`src/hdl/tmr_pkg.sv`:
```
// Shared constants, codes and types of the track motion refinement block.
// Depends on nothing; every other file imports it.
`default_nettype none

package tmr_pkg;

    localparam int VEL_WIDTH_DEF  = 24;
    localparam int TIME_WIDTH_DEF = 32;

    localparam int CFG_WIDTH       = 16;
    localparam int CFG_INDEX_WIDTH = 2;
    localparam int PED_WIDTH       = 2;
    localparam int ACTION_WIDTH    = 2;

    localparam logic [CFG_INDEX_WIDTH-1:0] REG_SPEED_THR = 2'd0;
    localparam logic [CFG_INDEX_WIDTH-1:0] REG_ACCEL_THR = 2'd1;
    localparam logic [CFG_INDEX_WIDTH-1:0] REG_MIN_DT    = 2'd2;

    localparam logic [CFG_WIDTH-1:0] SPEED_THR_RST = 16'd256;
    localparam logic [CFG_WIDTH-1:0] ACCEL_THR_RST = 16'd1280;
    localparam logic [CFG_WIDTH-1:0] MIN_DT_RST    = 16'd1;

    // time step carries 16 fraction bits, squared: 2^32; halved threshold: 2^34
    localparam int ACC_SHIFT      = 32;
    localparam int ACC_HALF_SHIFT = 34;

    // speed levels V/8, V/4, V/2 compared as squares
    localparam int LVL8_SHIFT = 6;
    localparam int LVL4_SHIFT = 4;
    localparam int LVL2_SHIFT = 2;

    typedef enum logic [ACTION_WIDTH-1:0] {
        ACT_UNCHANGED = 2'd0,
        ACT_KEEP      = 2'd1,
        ACT_ZERO      = 2'd2
    } t_action;

    // pipeline stages, register k loads on en[k]
    localparam int N_STAGES  = 8;
    localparam int ST_MUL    = 0;
    localparam int ST_SUM    = 1;
    localparam int ST_ABS    = 2;
    localparam int ST_PROD_A = 3;
    localparam int ST_PROD_B = 4;
    localparam int ST_DIFF   = 5;
    localparam int ST_CMP    = 6;
    localparam int ST_OUT    = 7;

    typedef struct packed {
        logic [N_STAGES-1:0] en;
        logic [N_STAGES-1:0] vld;
        logic                in_ready;
    } t_pipe_ctl;

    typedef struct packed {
        logic [CFG_WIDTH-1:0] speed_thr;
        logic [CFG_WIDTH-1:0] accel_thr;
        logic [CFG_WIDTH-1:0] min_dt;
    } t_cfg;

    typedef struct packed {
        logic narrow;
        logic wide;
    } t_angle_flags;

endpackage

`default_nettype wire

```
`src/hdl/tmr_ctrl.sv`:
```
// Valid and stall control of the refinement pipeline; a stage loads when it is
// empty or its successor loads. Depends on tmr_pkg.
`default_nettype none

module tmr_ctrl (
    input  logic               i_clk,
    input  logic               i_rst_n,
    input  logic               i_in_valid,
    input  logic               i_out_ready,
    output tmr_pkg::t_pipe_ctl o_ctl
);
    import tmr_pkg::*;

    logic [N_STAGES-1:0] r_vld;
    logic [N_STAGES-1:0] w_en;

    always_comb begin
        w_en[N_STAGES-1] = !r_vld[N_STAGES-1] || i_out_ready;
        for (int k = N_STAGES - 2; k >= 0; k--) begin
            w_en[k] = !r_vld[k] || w_en[k+1];
        end
    end

    always_ff @(posedge i_clk) begin
        if (!i_rst_n) begin
            r_vld <= '0;
        end else begin
            if (w_en[0]) begin
                r_vld[0] <= i_in_valid;
            end
            for (int k = 1; k < N_STAGES; k++) begin
                if (w_en[k]) begin
                    r_vld[k] <= r_vld[k-1];
                end
            end
        end
    end

    always_comb begin
        o_ctl.en       = w_en;
        o_ctl.vld      = r_vld;
        o_ctl.in_ready = w_en[0];
    end

endmodule

`default_nettype wire

```
`config.mk`:
```
export PLATFORM = sky130hd
export DESIGN_NAME = tmr_ctrl
export DESIGN_NICKNAME = d
export VERILOG_FILES = /design/src/hdl/tmr_pkg.sv /design/src/hdl/tmr_ctrl.sv
export SDC_FILE = /design/constraint.sdc
export NUM_CORES = 1
export LEC_CHECK = 0
export ABC_CLOCK_PERIOD_IN_PS = 1210
export BUFFER_PORTS_ARGS = -buffer_cell sky130_fd_sc_hd__buf_2
export CAP_MARGIN = 0
export CORE_AREA = 2 2 39 41
export CTS_BUF_LIST = sky130_fd_sc_hd__clkbuf_16
export CTS_CLUSTER_SIZE = 14
export DETAILED_ROUTE_END_ITERATION = 10
export DIE_AREA = 0 0 41 43
export HOLD_SLACK_MARGIN = 0.12
export PLACE_DENSITY = 0.56
export SYNTH_ARGS = -nofsm -noshare
export SYNTH_HDL_FRONTEND = slang
export SYNTH_SLANG_ARGS = --single-unit
```
`constraint.sdc`:
```
create_clock -name i_clk -period 1.21 [get_ports i_clk]
set_clock_uncertainty 0.1 [all_clocks]
set_input_delay 0.121 -clock i_clk [delete_from_list [all_inputs] [get_ports i_clk]]
set_output_delay 0.121 -clock i_clk [all_outputs]
set_load 0.005 [all_outputs]
```
Yosys cells after proc, flatten, opt, wreduce, memory -nomap -nowiden. Cells that the tools add are included.

Add/subtract/negate cells: 0. $mul: 0. Divide/modulo/power cells: 0. Magnitude comparators: 0. Eq/ne operators: 0. Shift-type cells: 0. Muxes and demuxes: 0. Bitwise gates (word level): 0. Reduce and logical (&&, ||, !) cells: 16.

Operators with widths (number): $logic_not A1 Y1 (8); $logic_or A1 B1 Y1 (8).

Bits in registers: 8. Latch bits: 0. Bits in writable memories: 0. Memory bits (read-only): 0. Output and inout port bits: 17. Word-level logic and storage cells: 24. Memories kept: 0.

Logic depth before layout (Yosys ltp).
Word-level depth: 9. Mapped depth: 5.

Worst setup path before layout. Ideal clock, no wire load.

Path kind: register to output. Start: register r_vld[6]. End: output o_ctl[9] (netlist name). Arrival: 1096 ps. Required time: 989 ps. Slack: -107 ps. Cell stages (with the launch flop): 6. Buffers on the path: 1. Cells stage by stage: dfxtp_1 -> and4b_4 -> inv_2 -> nor2_2 -> nand3_1 -> buf_4.

RTL lines: start: declaration (RTL line tmr_ctrl.sv:14) `logic [N_STAGES-1:0] r_vld;`; start signal: indexed assignment (RTL line tmr_ctrl.sv:33) `r_vld[k] <= r_vld[k-1];`; end: declaration (RTL line tmr_ctrl.sv:10) `output tmr_pkg::t_pipe_ctl o_ctl`.

==> summary.md <==
| Metric | Value |
|---|---|
| Synth Warn # | 0 |
| Die Y | ~43 um |
| Wire length per cell | about 9.4 um |
| HPWL after DPL | ~570 um |
| Synth area leaders | dfxtp_1 48%, o21a_1 11%, inv_1 4.5% |
| Die width | between 40 and 50 um |
| Reg2reg setup slack | 0.06 ns |
| Slew HR | between 80% and 90% |
| Area after DPL | slightly below 500 um2 |
| Asr flop ratio synth | 0% |
| Synth area leader | dfxtp_1 |
| CTS sink cnt | 8 |
| Crit path arrival time | ~1.2 ns |
| First-pass GRT wire length | about 1.2 mm |
| # H-tree levels | 1 |
| Vias in the first global route | approximately 290 |
| Largest net degree at the start of global routing | 11 |
| CORE AREA | around 1400 um2 |
| Fin. Hold Viols | 0 |
| Final ANT Viol Nets | 0 |
| Post-synth EDFFs | 0 |
| Layout cells sized above 1 | 60.00% |
| Worst-margin pin slew | 0.2266 ns |
| ANT cells | 0 |
| Main synth FF type | dfxtp_1 |
| TritonCTS clock tree | built |
| Peak VDD IR | slightly below 900 uV |
| RePlAce Congestion | around 0.7 |
| Vias per inst | 4.173 |
| CP startpoint kind | flop |
| Fmax | roughly 700 MHz |
| Drc violations | 0 |
| Total number of vias | between 300 and 400 |
| 1st-iter DRT viols | 1 |
| Worst EP required | roughly 0.99 ns |
| Pwr/cell area | ~1400 nW/um2 |
| Critical path type | flop to output port |
| P_leak | between 0.2 and 0.3 nW |
| Adder-cell area share of the yosys netlist | 0% |
| Worst skew pair latency | ~0.23 ns |
| Fill cells | between 100 and 150 |
| Max reg flops | 8 |
| Synth Instances | 37 |
| Worst setup EP type | output port |
| 1st-pass router iterations | 2 |
| Clk pin slew, worst setup/hold paths | 0.04 ns |
| Post-Syn Area | ~340 um2 |
| Worst setup slack after layout | -0.2127 ns |
| Die area | roughly 1800 um2 |
| Unique masters post-synth | 18 |
| Final wirelength | ~770 um |
| Num ports | 21 |
| Max Cap Viol | 0 |
| FP Rows | 14 |
| Largest register by flop count | r_vld |
| Total Neg Setup Slack | -1.119 ns |
| Combinational share of power | under 10% |
| Regs by FF count | r_vld (8) |
| Sw Ratio | between 10% and 20% |
| Period utilization | 117.6% |
| Clock share of power | between 60% and 70% |
| Initial Util | 24.32% |
| Final min period | ~1.4 ns |
| Pint | ~0.72 mW |
| Hold Path Class | primary input to flop |
| Sw power | around 0.14 mW |
| Final Setup Violations | 6 |
| Clock Tree Buf Depth | 2 |
| Crit Path Max Fanout | 3 |
| Cts bufs inserted | 3 |
| Most common cell in the netlist | dfxtp_1 |
| Sequential fraction of the synthesis area | a little under half |
| Commonest cells post-synth | 8 x dfxtp_1, 5 x o21a_1, 4 x inv_1, 4 x nand2_1 |
| Overall Global Routing Usage | a little over a tenth |
| Violated checks | setup timing |
| #FFs+latches synth | 8 |
| Largest family of logic cells by synthesized area | simple AND/OR/NAND/NOR gates |
| Area Overhead vs Synth | 79.18% |
| Fin. max-slew vios | 0 |
| Synth Area in Simple Gates | between 20% and 30% |
| Share of the synthesized area in the top cell type | a little under half |
| PortBufs | 20 |
| Syn_nets | 41 |
| Final instance area | about 600 um2 |
| Post-synthesis mux area share | 0% |
| RSZ-0062 raised after global routing | yes |
| Status | complete, but fails checks |
| Clock Tree Root | clkbuf_16 |
| Sequential power share | 32.2% |
| NumNets Final | about 70 |
| Overflow after GRT | 0 |
| Initial antenna violation count | 0 |
| Xor/xnor share of the synthesized area | 0% |
| Syn Area/Cell | 9.097 um2 |
| Synth Area in Compound Gates | around 18% |
-- placed cells by master, fill, tap and decap left out --
cell type,instances
buf_2,19
buf_4,6
o21a_1,5
dfxtp_1,5
inv_1,4
nand2_1,4
clkbuf_16,3
dfxtp_2,3
dlygate4sd3_1,2
and2b_1,1
and4b_4,1
inv_4,1
and2_2,1
inv_2,1
nand3_1,1
nor2_4,1
nor3_4,1
nand3_2,1
and3_1,1
a22o_1,1
o21ai_2,1
a21oi_1,1
nor2b_1,1
-- final cells by class --
class	count	area, um2	area share (%)
sequential	8	163.9	27.18
tap	16	20.02	3.320
inverter	6	25.02	4.149
multi-input combinational	21	158.9	26.35
timing repair buffer	27	160.2	26.56
clock buffer	3	75.07	12.45
-- metal layers --
layer | GRT usage [%] | up-vias | wire (um)
li1 | - | 178 | -
met1 | 12.34 | 147 | 339
met2 | 14.06 | 11 | 360
met3 | 4.712 | 2 | 54
met4 | 10.00 | 0 | 10
met5 | 0 | - | 0
-- stage by stage --
step	hold WS, ns	utilization [%]	std cells	setup slack, ns	power (mW)
after CTS	0.2769	43.40	81	-0.2303	0.8641
after global placement	0.2396	35.17	75	0.01650	0.3047
final	0.2773	43.58	81	-0.2127	0.8542
after global routing	0.2963	43.58	81	-0.2980	0.8803
after floorplan	0.1539	-	37	0.005281	0.2911
after detailed placement	0.2461	35.17	75	0.0007641	0.3047
-- final timing paths --
kind | startpoint | endpoint | depth (start not counted)
worst max-delay path | r_vld[7] | o_ctl[10] | 5
worst max register to register | r_vld[5] | r_vld[0] | 5
worst min register to register | r_vld[2] | r_vld[3] | 2
worst min-delay path | i_out_ready | r_vld[7] | 3
-- critical path, stage by stage (launching register included) --
cell	delay [ns]
dfxtp_2	0.32
and4b_4	0.26
inv_4	0.05
nor3_4	0.17
inv_1	0.05
buf_2	0.12
-- cells by family (layout without fill, tap and decap cells) --
kind of cell | after synthesis | in the layout
flops | 8 | 8
buf+inv | 8 | 36
compound gates | 8 | 8
simple gates | 13 | 13
-- repair_timing --
item	CTS	global route
resized for setup	4	2
hold buffers	2	0
setup endpoints to repair	7	8
setup buffers	1	0
pin swaps	2	2
endpoints found under the hold margin	6	0
-- power groups by stage --
stage / Sequential [mW] / Clock [mW] / Combinational, mW
finish: 0.275 / 0.548 / 0.0313
global route: 0.276 / 0.570 / 0.0340
CTS: 0.275 / 0.558 / 0.0307
detailed placement: 0.279 / 0 / 0.0252
global placement: 0.279 / 0 / 0.0252
floorplan: 0.280 / 0 / 0.0112
Note: power is estimated with default switching activity, not from simulation.
